==> src/hw/rtl/ach_pkg.sv <==
// shared types and constants of the adaptive cluster halftoner
// no dependencies; imported by every module of the block but ach_ram
package ach_pkg;

  localparam int MAX_CLUSTER_DEF = 32;
  localparam int STORE_EXTRA     = 8;
  localparam int TAPS            = 7;
  localparam int FULL_BLACK      = 255;
  localparam int CMDQ_DEPTH      = 4;

  // register map, index = paddr[3:2]
  localparam logic [1:0] REG_CLUSTER_LIMIT    = 2'd0;
  localparam logic [1:0] REG_EDGE_THRESHOLD   = 2'd1;
  localparam logic [1:0] REG_ADAPTIVE_ENABLE  = 2'd2;
  localparam logic [1:0] REG_SELECTIVE_ENABLE = 2'd3;

  localparam logic [5:0]  RST_CLUSTER_LIMIT    = 6'd8;
  localparam logic [12:0] RST_EDGE_THRESHOLD   = 13'd40;
  localparam logic        RST_ADAPTIVE_ENABLE  = 1'b1;
  localparam logic        RST_SELECTIVE_ENABLE = 1'b1;

  // laplacian-of-gaussian taps, oldest pixel first
  localparam logic signed [13:0] LOG_TAPS [TAPS] = '{
    -14'sd1, -14'sd5, 14'sd0, 14'sd13, 14'sd0, -14'sd5, -14'sd1
  };

  typedef struct packed {
    logic [5:0]  cluster_limit;
    logic [12:0] edge_threshold;
    logic        adaptive_enable;
    logic        selective_enable;
  } cfg_t;

  typedef enum logic [1:0] {
    OP_APPEND,
    OP_FLUSH,
    OP_FLUSH_CLR,
    OP_END
  } cmd_op_t;

  typedef struct packed {
    cmd_op_t    op;
    logic [7:0] gray;
  } cmd_t;

  typedef enum logic [2:0] {
    F_IDLE,
    F_APP_NEW,
    F_TAIL,
    F_FILTER,
    F_APP_CTR,
    F_REPL,
    F_FLUSH_END,
    F_END
  } front_state_t;

  typedef enum logic [1:0] {
    B_IDLE,
    B_SEARCH,
    B_EMIT
  } back_state_t;

endpackage

==> src/hw/rtl/ach_ram.sv <==
// generic ram: one write port, two read ports with registered read data
// no dependencies
module ach_ram #(
  parameter int WIDTH = 8,
  parameter int DEPTH = 40
) (
  input  logic                     clk,
  input  logic                     we,
  input  logic [$clog2(DEPTH)-1:0] waddr,
  input  logic [WIDTH-1:0]         wdata,
  input  logic [$clog2(DEPTH)-1:0] raddr0,
  output logic [WIDTH-1:0]         rdata0,
  input  logic [$clog2(DEPTH)-1:0] raddr1,
  output logic [WIDTH-1:0]         rdata1
);

  logic [WIDTH-1:0] mem_r [DEPTH];

  always_ff @(posedge clk) begin
    if (we) begin
      mem_r[waddr] <= wdata;
    end
    rdata0 <= mem_r[raddr0];
    rdata1 <= mem_r[raddr1];
  end

endmodule

==> src/hw/rtl/ach_cmdq.sv <==
// short command queue between the classifying front and the flush engine
// depends on ach_pkg
module ach_cmdq import ach_pkg::*; (
  input  logic clk,
  input  logic rst_n,
  input  logic push,
  input  cmd_t push_cmd,
  output logic full,
  input  logic pop,
  output cmd_t head,
  output logic empty
);

  localparam int PW = $clog2(CMDQ_DEPTH);

  cmd_t        slot_r [CMDQ_DEPTH];
  logic [PW-1:0] wp_r, rp_r;
  logic [PW:0]   cnt_r;

  assign full  = (cnt_r == (PW+1)'(CMDQ_DEPTH));
  assign empty = (cnt_r == '0);
  assign head  = slot_r[rp_r];

  always_ff @(posedge clk) begin
    if (push && !full) begin
      slot_r[wp_r] <= push_cmd;
    end
    if (!rst_n) begin
      wp_r  <= '0;
      rp_r  <= '0;
      cnt_r <= '0;
    end else begin
      if (push && !full) begin
        wp_r <= wp_r + 1'b1;
      end
      if (pop && !empty) begin
        rp_r <= rp_r + 1'b1;
      end
      cnt_r <= cnt_r + (PW+1)'(push && !full) - (PW+1)'(pop && !empty);
    end
  end

endmodule

==> src/hw/rtl/ach_front.sv <==
// front: takes pixels, runs the log filter and the edge test, issues
// append / flush / flush_clr / end commands; depends on ach_pkg
module ach_front import ach_pkg::*; #(
  parameter int MAX_CLUSTER = MAX_CLUSTER_DEF
) (
  input  logic       clk,
  input  logic       rst_n,
  input  logic       in_valid,
  output logic       in_ready,
  input  logic [7:0] in_gray,
  input  logic       in_final_pixel,
  input  cfg_t       cfg,
  output logic       push,
  output cmd_t       push_cmd,
  input  logic       q_full
);

  localparam int DEPTH = MAX_CLUSTER + STORE_EXTRA;
  localparam int CW    = $clog2(DEPTH + 1);

  front_state_t       state_r, state_nxt;
  logic [7:0]         win_r [TAPS];
  logic [7:0]         win_nxt [TAPS];
  logic [2:0]         fill_r, fill_nxt;
  logic signed [12:0] prev_r, prev_nxt;
  logic [CW-1:0]      cnt_r, cnt_nxt;
  logic [7:0]         g_r, g_nxt;
  logic               fin_r, fin_nxt;
  logic               first_r, first_nxt;
  logic [1:0]         rep_r, rep_nxt;
  logic [2:0]         idx_r, idx_nxt;

  logic signed [13:0] conv_w;
  logic signed [12:0] conv;
  logic signed [12:0] prev_eff;
  logic signed [13:0] diff;
  logic [13:0]        absdiff;
  logic               zero_cross, change, need_flush;
  logic [7:0]         lim;
  logic [2:0]         tidx;
  logic [CW-1:0]      cnt_inc;

  always_comb begin
    conv_w = '0;
    for (int k = 0; k < TAPS; k++) begin
      conv_w = conv_w + LOG_TAPS[k] * $signed({6'b0, win_r[k]});
    end
  end

  assign conv     = conv_w[12:0];
  assign prev_eff = first_r ? conv : prev_r;
  assign diff     = {conv[12], conv} - {prev_eff[12], prev_eff};
  assign absdiff  = diff[13] ? 14'(-diff) : 14'(diff);
  assign zero_cross = (conv >= 0 && prev_eff <= 0) || (conv <= 0 && prev_eff >= 0);
  assign change   = cfg.adaptive_enable && zero_cross && (absdiff > {1'b0, cfg.edge_threshold});

  always_comb begin
    lim = {2'b0, cfg.cluster_limit};
    if (lim == 8'd0) begin
      lim = 8'd1;
    end
    if (lim > 8'(MAX_CLUSTER)) begin
      lim = 8'(MAX_CLUSTER);
    end
  end

  assign need_flush = change || (8'(cnt_r) >= lim);
  assign tidx       = 3'(3'd7 - fill_r + idx_r);
  assign cnt_inc    = (cnt_r < CW'(DEPTH)) ? cnt_r + 1'b1 : cnt_r;

  always_ff @(posedge clk) begin
    if (!rst_n) begin
      state_r <= F_IDLE;
      fill_r  <= '0;
      prev_r  <= '0;
      cnt_r   <= '0;
      for (int k = 0; k < TAPS; k++) begin
        win_r[k] <= '0;
      end
    end else begin
      state_r <= state_nxt;
      fill_r  <= fill_nxt;
      prev_r  <= prev_nxt;
      cnt_r   <= cnt_nxt;
      win_r   <= win_nxt;
    end
    g_r     <= g_nxt;
    fin_r   <= fin_nxt;
    first_r <= first_nxt;
    rep_r   <= rep_nxt;
    idx_r   <= idx_nxt;
  end

  always_comb begin
    state_nxt     = state_r;
    win_nxt       = win_r;
    fill_nxt      = fill_r;
    prev_nxt      = prev_r;
    cnt_nxt       = cnt_r;
    g_nxt         = g_r;
    fin_nxt       = fin_r;
    first_nxt     = first_r;
    rep_nxt       = rep_r;
    idx_nxt       = idx_r;
    in_ready      = 1'b0;
    push          = 1'b0;
    push_cmd.op   = OP_APPEND;
    push_cmd.gray = g_r;

    unique case (state_r)
      F_IDLE: begin
        in_ready = 1'b1;
        if (in_valid) begin
          for (int k = 0; k < TAPS - 1; k++) begin
            win_nxt[k] = win_r[k+1];
          end
          win_nxt[TAPS-1] = in_gray;
          g_nxt   = in_gray;
          fin_nxt = in_final_pixel;
          idx_nxt = 3'd3;
          if (fill_r < 3'd6) begin
            fill_nxt = fill_r + 1'b1;
            if (fill_r < 3'd3) begin
              state_nxt = F_APP_NEW;
            end else if (in_final_pixel) begin
              state_nxt = F_TAIL;
            end else begin
              state_nxt = F_END;
            end
          end else begin
            fill_nxt  = 3'd7;
            first_nxt = (fill_r == 3'd6);
            rep_nxt   = '0;
            state_nxt = F_FILTER;
          end
        end
      end
      F_APP_NEW: begin
        if (!q_full) begin
          push      = 1'b1;
          cnt_nxt   = cnt_inc;
          state_nxt = fin_r ? F_TAIL : F_END;
        end
      end
      F_TAIL: begin
        // short image: pixels still in the window join the cluster
        if (idx_r < fill_r) begin
          push_cmd.gray = win_r[tidx];
          if (!q_full) begin
            push    = 1'b1;
            cnt_nxt = cnt_inc;
            idx_nxt = idx_r + 1'b1;
          end
        end else begin
          state_nxt = F_FLUSH_END;
        end
      end
      F_FILTER: begin
        push_cmd.op = OP_FLUSH;
        if (!need_flush || !q_full) begin
          push      = need_flush;
          if (need_flush) begin
            cnt_nxt = '0;
          end
          prev_nxt  = conv;
          first_nxt = 1'b0;
          state_nxt = F_APP_CTR;
        end
      end
      F_APP_CTR: begin
        push_cmd.gray = win_r[3];
        if (!q_full) begin
          push    = 1'b1;
          cnt_nxt = cnt_inc;
          if (fin_r && rep_r != 2'd3) begin
            state_nxt = F_REPL;
          end else if (fin_r) begin
            state_nxt = F_FLUSH_END;
          end else begin
            state_nxt = F_END;
          end
        end
      end
      F_REPL: begin
        // end of image: last pixel repeated to finish the filter
        for (int k = 0; k < TAPS - 1; k++) begin
          win_nxt[k] = win_r[k+1];
        end
        win_nxt[TAPS-1] = g_r;
        rep_nxt   = rep_r + 1'b1;
        state_nxt = F_FILTER;
      end
      F_FLUSH_END: begin
        push_cmd.op = OP_FLUSH_CLR;
        if (!q_full) begin
          push      = 1'b1;
          cnt_nxt   = '0;
          state_nxt = F_END;
        end
      end
      F_END: begin
        push_cmd.op = OP_END;
        if (!q_full) begin
          push      = 1'b1;
          state_nxt = F_IDLE;
          if (fin_r) begin
            fill_nxt = '0;
            prev_nxt = '0;
            cnt_nxt  = '0;
            for (int k = 0; k < TAPS; k++) begin
              win_nxt[k] = '0;
            end
          end
        end
      end
      default: state_nxt = F_IDLE;
    endcase
  end

endmodule

==> src/hw/rtl/ach_back.sv <==
// back: cluster store, gray accumulator, window search and dot emission
// depends on ach_pkg and ach_ram
module ach_back import ach_pkg::*; #(
  parameter int MAX_CLUSTER = MAX_CLUSTER_DEF
) (
  input  logic clk,
  input  logic rst_n,
  input  cfg_t cfg,
  input  logic q_empty,
  input  cmd_t head,
  output logic pop,
  output logic out_valid,
  input  logic out_ready,
  output logic out_dot,
  output logic out_run_end
);

  localparam int DEPTH = MAX_CLUSTER + STORE_EXTRA;
  localparam int AW    = $clog2(DEPTH);
  localparam int CW    = $clog2(DEPTH + 1);
  localparam int ACC_W = $clog2(FULL_BLACK * (DEPTH + 1) + 1);
  localparam int SW    = $clog2(FULL_BLACK * DEPTH + 1);

  back_state_t  state_r, state_nxt;
  logic [CW-1:0]    cnt_r, cnt_nxt;
  logic [ACC_W-1:0] acc_r, acc_nxt;
  logic [CW-1:0]    len_r, len_nxt;
  logic [CW-1:0]    start_r, start_nxt;
  logic [CW-1:0]    i_r, i_nxt;
  logic [CW-1:0]    ip_r, ip_nxt;
  logic             rdv_r, rdv_nxt;
  logic [SW-1:0]    sum_r, sum_nxt;
  logic [SW-1:0]    best_r, best_nxt;
  logic             clr_r, clr_nxt;
  logic             pend_v_r, pend_v_nxt;
  logic             pend_dot_r, pend_dot_nxt;
  logic             ov_r, ov_nxt;
  logic             odot_r, odot_nxt;
  logic             oend_r, oend_nxt;

  logic             we;
  logic [7:0]       rdata0, rdata1;
  logic [ACC_W:0]   q_w;
  logic [CW-1:0]    quot;
  logic [SW-1:0]    new_sum;
  logic             out_free, emit_ok, dot, emit_last;

  ach_ram #(
    .WIDTH (8),
    .DEPTH (DEPTH)
  ) u_store (
    .clk    (clk),
    .we     (we),
    .waddr  (cnt_r[AW-1:0]),
    .wdata  (head.gray),
    .raddr0 (i_r[AW-1:0]),
    .rdata0 (rdata0),
    .raddr1 (AW'(i_r - len_r)),
    .rdata1 (rdata1)
  );

  // acc / 255 by reciprocal: (x + (x >> 8) + 1) >> 8
  assign q_w  = ({1'b0, acc_r} + (ACC_W+1)'(acc_r >> 8) + 1'b1) >> 8;
  assign quot = CW'(q_w);

  assign new_sum   = sum_r + SW'(rdata0) - ((ip_r >= len_r) ? SW'(rdata1) : '0);
  assign out_free  = !ov_r || out_ready;
  assign emit_ok   = !pend_v_r || out_free;
  assign dot       = (acc_r >= ACC_W'(FULL_BLACK)) && (i_r >= start_r);
  assign emit_last = (i_r == CW'(cnt_r - 1'b1));

  assign out_valid   = ov_r;
  assign out_dot     = odot_r;
  assign out_run_end = oend_r;

  always_ff @(posedge clk) begin
    if (!rst_n) begin
      state_r  <= B_IDLE;
      cnt_r    <= '0;
      acc_r    <= '0;
      rdv_r    <= 1'b0;
      pend_v_r <= 1'b0;
      ov_r     <= 1'b0;
    end else begin
      state_r  <= state_nxt;
      cnt_r    <= cnt_nxt;
      acc_r    <= acc_nxt;
      rdv_r    <= rdv_nxt;
      pend_v_r <= pend_v_nxt;
      ov_r     <= ov_nxt;
    end
    len_r      <= len_nxt;
    start_r    <= start_nxt;
    i_r        <= i_nxt;
    ip_r       <= ip_nxt;
    sum_r      <= sum_nxt;
    best_r     <= best_nxt;
    clr_r      <= clr_nxt;
    pend_dot_r <= pend_dot_nxt;
    odot_r     <= odot_nxt;
    oend_r     <= oend_nxt;
  end

  always_comb begin
    state_nxt    = state_r;
    cnt_nxt      = cnt_r;
    acc_nxt      = acc_r;
    len_nxt      = len_r;
    start_nxt    = start_r;
    i_nxt        = i_r;
    ip_nxt       = i_r;
    rdv_nxt      = 1'b0;
    sum_nxt      = sum_r;
    best_nxt     = best_r;
    clr_nxt      = clr_r;
    pend_v_nxt   = pend_v_r;
    pend_dot_nxt = pend_dot_r;
    ov_nxt       = ov_r && !out_ready;
    odot_nxt     = odot_r;
    oend_nxt     = oend_r;
    pop          = 1'b0;
    we           = 1'b0;

    unique case (state_r)
      B_IDLE: begin
        if (!q_empty) begin
          unique case (head.op) inside
            OP_APPEND: begin
              pop = 1'b1;
              if (cnt_r < CW'(DEPTH)) begin
                we      = 1'b1;
                cnt_nxt = cnt_r + 1'b1;
                acc_nxt = acc_r + ACC_W'(head.gray);
              end
            end
            OP_FLUSH, OP_FLUSH_CLR: begin
              pop     = 1'b1;
              clr_nxt = (head.op == OP_FLUSH_CLR);
              if (cnt_r == '0) begin
                if (head.op == OP_FLUSH_CLR) begin
                  acc_nxt = '0;
                end
              end else begin
                len_nxt   = (quot > cnt_r) ? cnt_r : quot;
                start_nxt = '0;
                i_nxt     = '0;
                sum_nxt   = '0;
                best_nxt  = '0;
                state_nxt = cfg.selective_enable ? B_SEARCH : B_EMIT;
              end
            end
            OP_END: begin
              // the held result is the last one of this transfer
              if (!pend_v_r) begin
                pop = 1'b1;
              end else if (out_free) begin
                pop        = 1'b1;
                ov_nxt     = 1'b1;
                odot_nxt   = pend_dot_r;
                oend_nxt   = 1'b1;
                pend_v_nxt = 1'b0;
              end
            end
            default: pop = 1'b0;
          endcase
        end
      end
      B_SEARCH: begin
        // sliding window sum, read data arrives in the cycle after its index
        if (i_r < cnt_r) begin
          rdv_nxt = 1'b1;
          i_nxt   = i_r + 1'b1;
        end
        if (rdv_r) begin
          sum_nxt = new_sum;
          if (ip_r < len_r) begin
            if (ip_r == CW'(len_r - 1'b1)) begin
              best_nxt = new_sum;
            end
          end else if (new_sum > best_r) begin
            best_nxt  = new_sum;
            start_nxt = CW'(ip_r - len_r + 1'b1);
          end
        end
        if (i_r == cnt_r && !rdv_r) begin
          i_nxt     = '0;
          state_nxt = B_EMIT;
        end
      end
      B_EMIT: begin
        if (emit_ok) begin
          if (dot) begin
            acc_nxt = acc_r - ACC_W'(FULL_BLACK);
          end
          if (pend_v_r) begin
            ov_nxt   = 1'b1;
            odot_nxt = pend_dot_r;
            oend_nxt = 1'b0;
          end
          pend_v_nxt   = 1'b1;
          pend_dot_nxt = dot;
          i_nxt        = i_r + 1'b1;
          if (emit_last) begin
            cnt_nxt   = '0;
            state_nxt = B_IDLE;
            if (clr_r) begin
              acc_nxt = '0;
            end
          end
        end
      end
      default: state_nxt = B_IDLE;
    endcase
  end

`ifndef ASSERT_OFF
  a_cnt_bound: assert property (@(posedge clk) disable iff (!rst_n)
    cnt_r <= CW'(DEPTH))
    else $error("cluster count beyond store depth");

  a_start_in_cluster: assert property (@(posedge clk) disable iff (!rst_n)
    state_r == B_EMIT |-> start_r < cnt_r)
    else $error("dot window starts outside the cluster");

  a_residual_small: assert property (@(posedge clk) disable iff (!rst_n)
    (state_r == B_EMIT && emit_ok && emit_last) |=> acc_r < ACC_W'(FULL_BLACK))
    else $error("residual gray after flush not below one dot");
`endif

endmodule

==> src/hw/rtl/adaptive_cluster_halftoner_top.sv <==
// with selective_enable set, the back walks the cluster store in a window search before
// the first dot of a flush; the front runs the filter per pixel once its window is full,
// the back takes one append and one end command per pixel plus two store walks per
// flushed pixel (one with selective_enable clear), so flushes stall the front
// reset: rst_n synchronous, clears stream state and loads register defaults
module adaptive_cluster_halftoner_top import ach_pkg::*; #(
  parameter int MAX_CLUSTER = MAX_CLUSTER_DEF
) (
  input  logic        clk,
  input  logic        rst_n,
  input  logic        in_valid,
  output logic        in_ready,
  input  logic [7:0]  in_gray,
  input  logic        in_final_pixel,
  output logic        out_valid,
  input  logic        out_ready,
  output logic        out_dot,
  output logic        out_run_end,
  input  logic        psel,
  input  logic        penable,
  input  logic        pwrite,
  input  logic [3:0]  paddr,
  input  logic [31:0] pwdata,
  output logic [31:0] prdata,
  output logic        pready
);

  cfg_t cfg_r;
  logic q_push, q_full, q_pop, q_empty;
  cmd_t q_in, q_head;

  assign pready = 1'b1;

  always_ff @(posedge clk) begin
    if (!rst_n) begin
      cfg_r.cluster_limit    <= RST_CLUSTER_LIMIT;
      cfg_r.edge_threshold   <= RST_EDGE_THRESHOLD;
      cfg_r.adaptive_enable  <= RST_ADAPTIVE_ENABLE;
      cfg_r.selective_enable <= RST_SELECTIVE_ENABLE;
    end else if (psel && penable && pwrite) begin
      unique case (paddr[3:2])
        REG_CLUSTER_LIMIT:    cfg_r.cluster_limit    <= pwdata[5:0];
        REG_EDGE_THRESHOLD:   cfg_r.edge_threshold   <= pwdata[12:0];
        REG_ADAPTIVE_ENABLE:  cfg_r.adaptive_enable  <= pwdata[0];
        REG_SELECTIVE_ENABLE: cfg_r.selective_enable <= pwdata[0];
        default: ;
      endcase
    end
  end

  always_comb begin
    unique case (paddr[3:2])
      REG_CLUSTER_LIMIT:    prdata = {26'b0, cfg_r.cluster_limit};
      REG_EDGE_THRESHOLD:   prdata = {19'b0, cfg_r.edge_threshold};
      REG_ADAPTIVE_ENABLE:  prdata = {31'b0, cfg_r.adaptive_enable};
      REG_SELECTIVE_ENABLE: prdata = {31'b0, cfg_r.selective_enable};
      default:              prdata = '0;
    endcase
  end

  ach_front #(
    .MAX_CLUSTER (MAX_CLUSTER)
  ) u_front (
    .clk            (clk),
    .rst_n          (rst_n),
    .in_valid       (in_valid),
    .in_ready       (in_ready),
    .in_gray        (in_gray),
    .in_final_pixel (in_final_pixel),
    .cfg            (cfg_r),
    .push           (q_push),
    .push_cmd       (q_in),
    .q_full         (q_full)
  );

  ach_cmdq u_cmdq (
    .clk      (clk),
    .rst_n    (rst_n),
    .push     (q_push),
    .push_cmd (q_in),
    .full     (q_full),
    .pop      (q_pop),
    .head     (q_head),
    .empty    (q_empty)
  );

  ach_back #(
    .MAX_CLUSTER (MAX_CLUSTER)
  ) u_back (
    .clk         (clk),
    .rst_n       (rst_n),
    .cfg         (cfg_r),
    .q_empty     (q_empty),
    .head        (q_head),
    .pop         (q_pop),
    .out_valid   (out_valid),
    .out_ready   (out_ready),
    .out_dot     (out_dot),
    .out_run_end (out_run_end)
  );

endmodule
==> config.mk <==
export PLATFORM = sky130hd
export DESIGN_NAME = adaptive_cluster_halftoner_top
export DESIGN_NICKNAME = d
export VERILOG_FILES = /design/src/hw/rtl/ach_pkg.sv /design/src/hw/rtl/ach_ram.sv /design/src/hw/rtl/ach_cmdq.sv /design/src/hw/rtl/ach_front.sv /design/src/hw/rtl/ach_back.sv /design/src/hw/rtl/adaptive_cluster_halftoner_top.sv
export SDC_FILE = /design/constraint.sdc
export NUM_CORES = 1
export LEC_CHECK = 0
export BUFFER_PORTS_ARGS = -buffer_cell sky130_fd_sc_hd__buf_2
export CAP_MARGIN = 20
export CORE_MARGIN = 4
export CORE_UTILIZATION = 60
export DETAILED_ROUTE_END_ITERATION = 8
export GPL_ROUTABILITY_DRIVEN = 0
export PLACE_DENSITY = 0.77
export SLEW_MARGIN = 20
export SYNTH_ARGS = -nofsm -noshare
export SYNTH_HDL_FRONTEND = slang
export SYNTH_SLANG_ARGS = --single-unit
==> constraint.sdc <==
create_clock -name clk -period 11.9 [get_ports clk]
set_clock_uncertainty 0.2 [all_clocks]
set_input_delay 2.38 -clock clk [delete_from_list [all_inputs] [get_ports clk]]
set_output_delay 2.38 -clock clk [all_outputs]
set_load 0.1 [all_outputs]
==> results.sh, run 1 <==
export IMPL_status="completed"
export IMPL_fin_area_um2=36580
export IMPL_die_area_um2=60160
export IMPL_worstHoldStart="u_back.pend_dot_r"
export IMPL_worstPathRequired_ns=12.17
export IMPL_rows=86
export IMPL_area_growth_pct=8.289
export IMPL_crit_top_cell="ha_1"
export IMPL_worst_setup_path_start_kind="flip-flop"
export IMPL_synth_edff_count=425
export IMPL_core_um2=55420
export IMPL_synth_top_family_by_area="multiplexers"
export IMPL_synth_fa_ha_area_share_pct=11.95
export IMPL_numCtsBuffers=58
export IMPL_maxCapViolations=0
export IMPL_grt_use_total_pct=27.16
export IMPL_synth_top_area_share_pct=37.78
export IMPL_yosysTopAreaCell="edfxtp_1"
export IMPL_path_max_fanout=7
export IMPL_gr_total_overflow=0
export IMPL_start_util_pct=60.96
export IMPL_synthFlopType="edfxtp_1"
export IMPL_setup_viol=0
export IMPL_vias=22679
export IMPL_first_pass_iters=6
export IMPL_fin_hold_ws_ns=0.2365
export IMPL_tightest_slew_ns=1.116
export IMPL_synth_xor_area_share_pct=2.459
export IMPL_dieWidth_um=245.3
export IMPL_synth_mux_area_share_pct=15.61
export IMPL_cts_tree="yes"
export IMPL_yosys_cell_count_top_type="edfxtp_1"
export IMPL_dp_hpwl_um=54790
export IMPL_placement_io_buffers=47
export IMPL_drt_iter0_drc=2491
export IMPL_reg2reg_from="u_front.win_r[26]"
export IMPL_fmax_mhz=89.73
export IMPL_hold_end="u_back.out_dot"
export IMPL_yosys_top_cells_count="425 x edfxtp_1, 257 x inv_1, 211 x mux4_2, 201 x ha_1, 192 x nor2_1"
export IMPL_grt_antenna_before_repair=2
export IMPL_synth_compound_area_share_pct=9.385
export IMPL_synth_seq_cells=583
export IMPL_arrival_ns=11.41
export IMPL_hp_class="flip-flop to flip-flop"
export IMPL_drive_gt1_share_pct=15.42
export IMPL_cts_resized_gates=0
export IMPL_synthesis_yosys_warnings=0
export IMPL_synthDistinctLibCells=89
export IMPL_timing_final_max_slew_violations=0
export IMPL_htree_levels=2
export IMPL_period_share_pct=93.66
export IMPL_nNetsFinal=3023
export IMPL_cts_root_buf="clkbuf_16"
export IMPL_synth_simple_area_share_pct=8.419
export IMPL_netlist_area_um2=33780
export IMPL_syn_inst=2689
export IMPL_critPathCaptureType="flip-flop"
export IMPL_cts_hold_buf=0
export IMPL_multiInputGateArea_um2=16300
export IMPL_cts_sink_count=583
export IMPL_syn_area_per_cell_um2=12.56
export IMPL_async_flop_share_pct=0
export IMPL_ys_seq_area_share_pct=47.14
export IMPL_route_detailed_drc=0
export IMPL_ios=89
export IMPL_cts_setup_buffers=0
export IMPL_routed_via_density=6.491
export IMPL_grt_pass1_vias=23185
export IMPL_path_clk_slew_ns=0.06
export IMPL_grt_max_degree=88
export IMPL_die_y_um=245.3
export IMPL_postPlaceCellArea_um2=34610
export IMPL_reg2reg_depth=43
export IMPL_wl_per_cell_um=23.16
export IMPL_drt_total_wl_um=80910
export IMPL_rsz0062_at_grt="false"
export IMPL_drtAntennaViolNets=0
export IMPL_clk_latency_ns=0.65
export IMPL_min_path_cells=0
export IMPL_netlist_top_cells_area="edfxtp_1 38%, mux4_2 14%, dfxtp_1 9.4%, ha_1 7.4%, fa_1 4.5%"
export IMPL_finalHoldViolations=0
export IMPL_cp_slowest_cell="fa_1"
export IMPL_r2r_end="u_cmdq.cnt_r[2]"
export IMPL_critPathKind="flip-flop to flip-flop"
export IMPL_max_slew_margin_pct=25.45
export IMPL_clock_path_buffers=3
export IMPL_grt_pass1_wl_um=128600
export IMPL_seqCellArea_um2=15930
export IMPL_ff2ff_setup_slack_ns=0.76
export IMPL_num_fill_cells=3867
export IMPL_fin_setup_tns_ns=0
export IMPL_critPathMaxStageDelay_ns=0.55
export IMPL_period_needed_ns=11.14
## layout make-up
cell class              count  share of cell area, %
diodes                      2                0.01368
well taps                 748                  2.558
clock buffers              82                  4.487
flip-flops and latches    583                  43.54
clock inverters            28                 0.8277
multi-input cells        1714                  44.56
repair buffers             77                  1.348
inverters                 260                  2.671
## kinds of logic after synthesis
| group | after synthesis |
|---|---|
| muxes | 262 |
| buffers and inverters | 410 |
| DFF | 583 |
| adders and majority gates | 277 |
| other | 2 |
| and+or+nand+nor | 585 |
| xor gates and xnor gates | 94 |
| AOI/OAI and AO/OA | 476 |
## worst max-delay path by stage
| stage | to | slack [ns] | cells after the start | from |
|---|---|---|---|---|
| final | u_cmdq.cnt_r[2] | 0.76 | 43 | u_front.win_r[26] |
| after global routing | u_cmdq.cnt_r[2] | 0.06 | 43 | u_front.win_r[26] |
| after CTS | u_cmdq.cnt_r[2] | 0.59 | 43 | u_front.win_r[25] |
| after detailed placement | u_cmdq.cnt_r[2] | 0.67 | 43 | u_front.win_r[25] |
| after global placement | u_cmdq.cnt_r[2] | 1.04 | 43 | u_front.win_r[25] |
| after floorplan | u_cmdq.cnt_r[2] | 2.05 | 41 | u_front.win_r[25] |
## through the flow
stage | util, % | worst slack, ns | cells
after floorplan | - | 2.052 | 2707
after global placement | 62.40 | 1.036 | 3379
after detailed placement | 62.46 | 0.6678 | 3381
after CTS | 65.97 | 0.5859 | 3491
after global routing | 66.01 | 0.05866 | 3492
final | 66.01 | 0.7550 | 3494
## sequential cells by signal (all words and copies together), names as in the netlist, 8 cells and up, named ones only
| signal | cells |
|---|---|
| u_back.best_r | 14 |
| u_back.u_store.mem_r | 320 |
| cfg_r | 21 |
| u_cmdq.slot_r | 40 |
| u_back.u_store.rdata1 | 8 |
| u_back.acc_r | 14 |
| u_front.g_r | 8 |
| u_front.win_r | 56 |
| u_back.sum_r | 14 |
| u_back.u_store.rdata0 | 8 |
| u_front.prev_r | 13 |
## layer usage
layer	up-vias	track usage (%)	wire length [um]
li1	9990	-	-
met1	11264	35.33	30420
met2	1211	46.00	40190
met3	214	5.069	7306
met4	0	9.918	2991
met5	-	0	0
## critical path: cells and delay by family, from the launching register on
kind,cells,cell delay [ns]
adders and majority gates,12,4.34
AOI/OAI and AO/OA,19,4.13
xor gates and xnor gates,5,0.98
DFF,1,0.52
and+or+nand+nor,3,0.45
buffers and inverters,3,0.19
muxes,1,0.18
## placed cells by master (no fill, tap or decap), drive strengths merged, types with 21 or more instances in the layout
master / Yosys / routed
a211oi: 40 / 40
a21o: 34 / 34
a21oi: 141 / 141
a22oi: 58 / 58
and2: 53 / 53
buf: 56 / 77
clkbuf: 92 / 82
clkinv: 3 / 23
dfxtp: 158 / 158
edfxtp: 425 / 425
fa: 76 / 76
ha: 201 / 201
inv: 257 / 257
mux2i: 43 / 43
mux4: 211 / 211
nand2: 133 / 133
nand3: 36 / 36
nand4: 21 / 21
nor2: 193 / 193
nor2b: 34 / 34
nor3: 35 / 35
o21ai: 75 / 75
xnor2: 66 / 66
xor2: 28 / 28
Power of run 1 is not shown: default switching activity piles up to over one toggle a cycle in this logic, so the estimate is an artifact.
==> run 2: changes to the inputs <==
--- a/config.mk
+++ b/config.mk
@@ -5,6 +5,7 @@
 export SDC_FILE = /design/constraint.sdc
 export NUM_CORES = 1
 export LEC_CHECK = 0
+export ABC_CLOCK_PERIOD_IN_PS = 13700
 export BUFFER_PORTS_ARGS = -buffer_cell sky130_fd_sc_hd__buf_2
 export CAP_MARGIN = 20
 export CORE_MARGIN = 4
@@ -12,6 +13,7 @@
 export DETAILED_ROUTE_END_ITERATION = 8
 export GPL_ROUTABILITY_DRIVEN = 0
 export PLACE_DENSITY = 0.77
+export RECOVER_POWER = 100
 export SLEW_MARGIN = 20
 export SYNTH_ARGS = -nofsm -noshare
 export SYNTH_HDL_FRONTEND = slang
==> constraint.sdc (replaced) <==
create_clock -name clk -period 13.7 [get_ports clk]
set_clock_uncertainty 0.2 [all_clocks]
set_input_delay 2.74 -clock clk [delete_from_list [all_inputs] [get_ports clk]]
set_output_delay 2.74 -clock clk [all_outputs]
set_load 0.1 [all_outputs]
==> results.sh, run 2 (same netlist as run 1, synthesis figures left out) <==
export IMPL_status="finished with violations"
export IMPL_violations="max-capacitance violations, max-slew violations"
export IMPL_cts_tree="yes"
export IMPL_grt_antenna_before_repair=2
export IMPL_dp_hpwl_um=54220
export IMPL_timing_final_max_slew_violations=307
export IMPL_area_growth_pct=8.319
export IMPL_cts_sink_count=583
export IMPL_route_detailed_drc=0
export IMPL_grt_pass1_vias=23132
export IMPL_path_max_fanout=14
export IMPL_gr_total_overflow=0
export IMPL_regMostFlops="u_back.u_store.mem_r"
export IMPL_r2r_end="u_front.first_r"
export IMPL_first_pass_iters=6
export IMPL_path_clk_slew_ns=0.07
export IMPL_die_area_um2=60160
export IMPL_drtAntennaViolNets=0
export IMPL_worstPathRequired_ns=13.84
export IMPL_ff2ff_setup_slack_ns=1.88
export IMPL_clock_path_buffers=3
export IMPL_cp_slowest_cell="a21oi_1"
export IMPL_period_share_pct=86.27
export IMPL_hp_class="flip-flop to flip-flop"
export IMPL_setup_viol=0
export IMPL_cts_hold_buf=0
export IMPL_fin_setup_tns_ns=0
export IMPL_period_needed_ns=11.82
export IMPL_grt_pass1_wl_um=129500
export IMPL_grt_max_degree=88
export IMPL_numCtsBuffers=59
export IMPL_largest_reg_flops=320
export IMPL_finalHoldViolations=0
export IMPL_drive_gt1_share_pct=13.85
export IMPL_die_y_um=245.3
export IMPL_fmax_mhz=84.61
export IMPL_max_slew_margin_pct=-386.1
export IMPL_worstHoldStart="u_back.pend_dot_r"
export IMPL_core_um2=55420
export IMPL_tightest_slew_ns=7.291
export IMPL_cts_setup_buffers=0
export IMPL_reg2reg_from="u_front.win_r[25]"
export IMPL_dieWidth_um=245.3
export IMPL_rsz0062_at_grt="false"
export IMPL_crit_top_cell="ha_1"
export IMPL_wl_per_cell_um=23.32
export IMPL_arrival_ns=11.96
export IMPL_vias=22680
export IMPL_critPathMaxStageDelay_ns=0.95
export IMPL_ios=89
export IMPL_clk_latency_ns=0.67
export IMPL_reg_top3="u_back.u_store.mem_r x320, u_front.win_r x56, u_cmdq.slot_r x40"
export IMPL_critPathCaptureType="flip-flop"
export IMPL_rows=86
export IMPL_min_path_cells=0
export IMPL_final_cell_mix="425 x edfxtp_1, 256 x inv_1, 211 x mux4_2, 200 x ha_1, 193 x nor2_1"
export IMPL_grt_use_total_pct=27.38
export IMPL_nNetsFinal=3021
export IMPL_maxCapViolations=8
export IMPL_routed_via_density=6.493
export IMPL_cts_resized_gates=0
export IMPL_start_util_pct=60.96
export IMPL_drt_total_wl_um=81460
export IMPL_placement_io_buffers=47
export IMPL_worst_setup_path_start_kind="flip-flop"
export IMPL_layout_commonest_cell="edfxtp_1"
export IMPL_htree_levels=2
export IMPL_drt_iter0_drc=2295
export IMPL_critPathKind="flip-flop to flip-flop"
export IMPL_hold_end="u_back.out_dot"
export IMPL_reg2reg_depth=38
export IMPL_num_fill_cells=3904
export IMPL_cts_root_buf="clkbuf_16"
run 2: cell count changes in the layout (fill, tap and decap cells not counted), moves of 8 or more:
cell       previous run  this run
bufinv_16             5        13
clkbuf_8             10         2
buf_2                47        20
clkbuf_1             14        40
and2_1               48        22
buf_4                28        15
and2_0                2        29
run 2: per-layer routing:
metal  global-route usage, %  share of wire (%)  vias to the layer above
li1                        -                  -                     9994
met1                   35.84                 38                    11186
met2                   45.28                 49                     1235
met3                   5.997                8.8                      265
met4                   10.39                4.3                        0
met5                       0                  0                        -
run 2: worst max-delay path: cells and delay by family, from the launching register on:
kind	cells	cell delay (ns)
flip-flops	1	0.54
multiplexers	1	0.22
buffers and inverters	2	0.10
AO/OA/AOI/OAI	20	5.35
AND/OR/NAND/NOR	2	0.44
XOR/XNOR	3	0.79
adder cells (fa/ha/maj)	10	3.88
run 2: cell type report:
cell class | count | area [um^2] | area share (%)
Clock buffer | 62 | 1508 | 4.120
Inverter | 260 | 977.2 | 2.670
Clock inverter | 50 | 653.1 | 1.785
Antenna cell | 2 | 5.005 | 0.01368
Multi-Input combinational cell | 1714 | 16230 | 44.35
Sequential cell | 583 | 15930 | 43.52
Tap cell | 748 | 935.9 | 2.558
Timing Repair Buffer | 74 | 359.1 | 0.9813
run 2: how the worst max path moves through the flow:
stage               cells after the start              start               to  slack (ns)
floorplan                              41  u_front.win_r[25]  u_cmdq.cnt_r[2]        3.85
global placement                       43  u_front.win_r[25]  u_cmdq.cnt_r[2]        2.82
detailed placement                     43  u_front.win_r[25]  u_cmdq.cnt_r[2]        2.61
CTS                                    43  u_front.win_r[25]  u_cmdq.cnt_r[2]        2.56
global route                           38  u_front.win_r[25]  u_front.first_r        1.17
finish                                 38  u_front.win_r[25]  u_front.first_r        1.88
run 2: stage by stage:
stage | setup WS (ns) | instances | instance area [um^2] | hold WS, ns | utilization (%)
finish | 1.881 | 3493 | 36590 | 0.2384 | 66.03
global route | 1.173 | 3491 | 36590 | 0.2628 | 66.02
CTS | 2.564 | 3491 | 36740 | 0.2403 | 66.30
detailed placement | 2.612 | 3379 | 34580 | 0.2130 | 62.40
global placement | 2.815 | 3379 | 34580 | 0.2181 | 62.40
floorplan | 3.852 | 2707 | 33850 | 0.1946 | -
Power of run 2 is left out for the same reason.
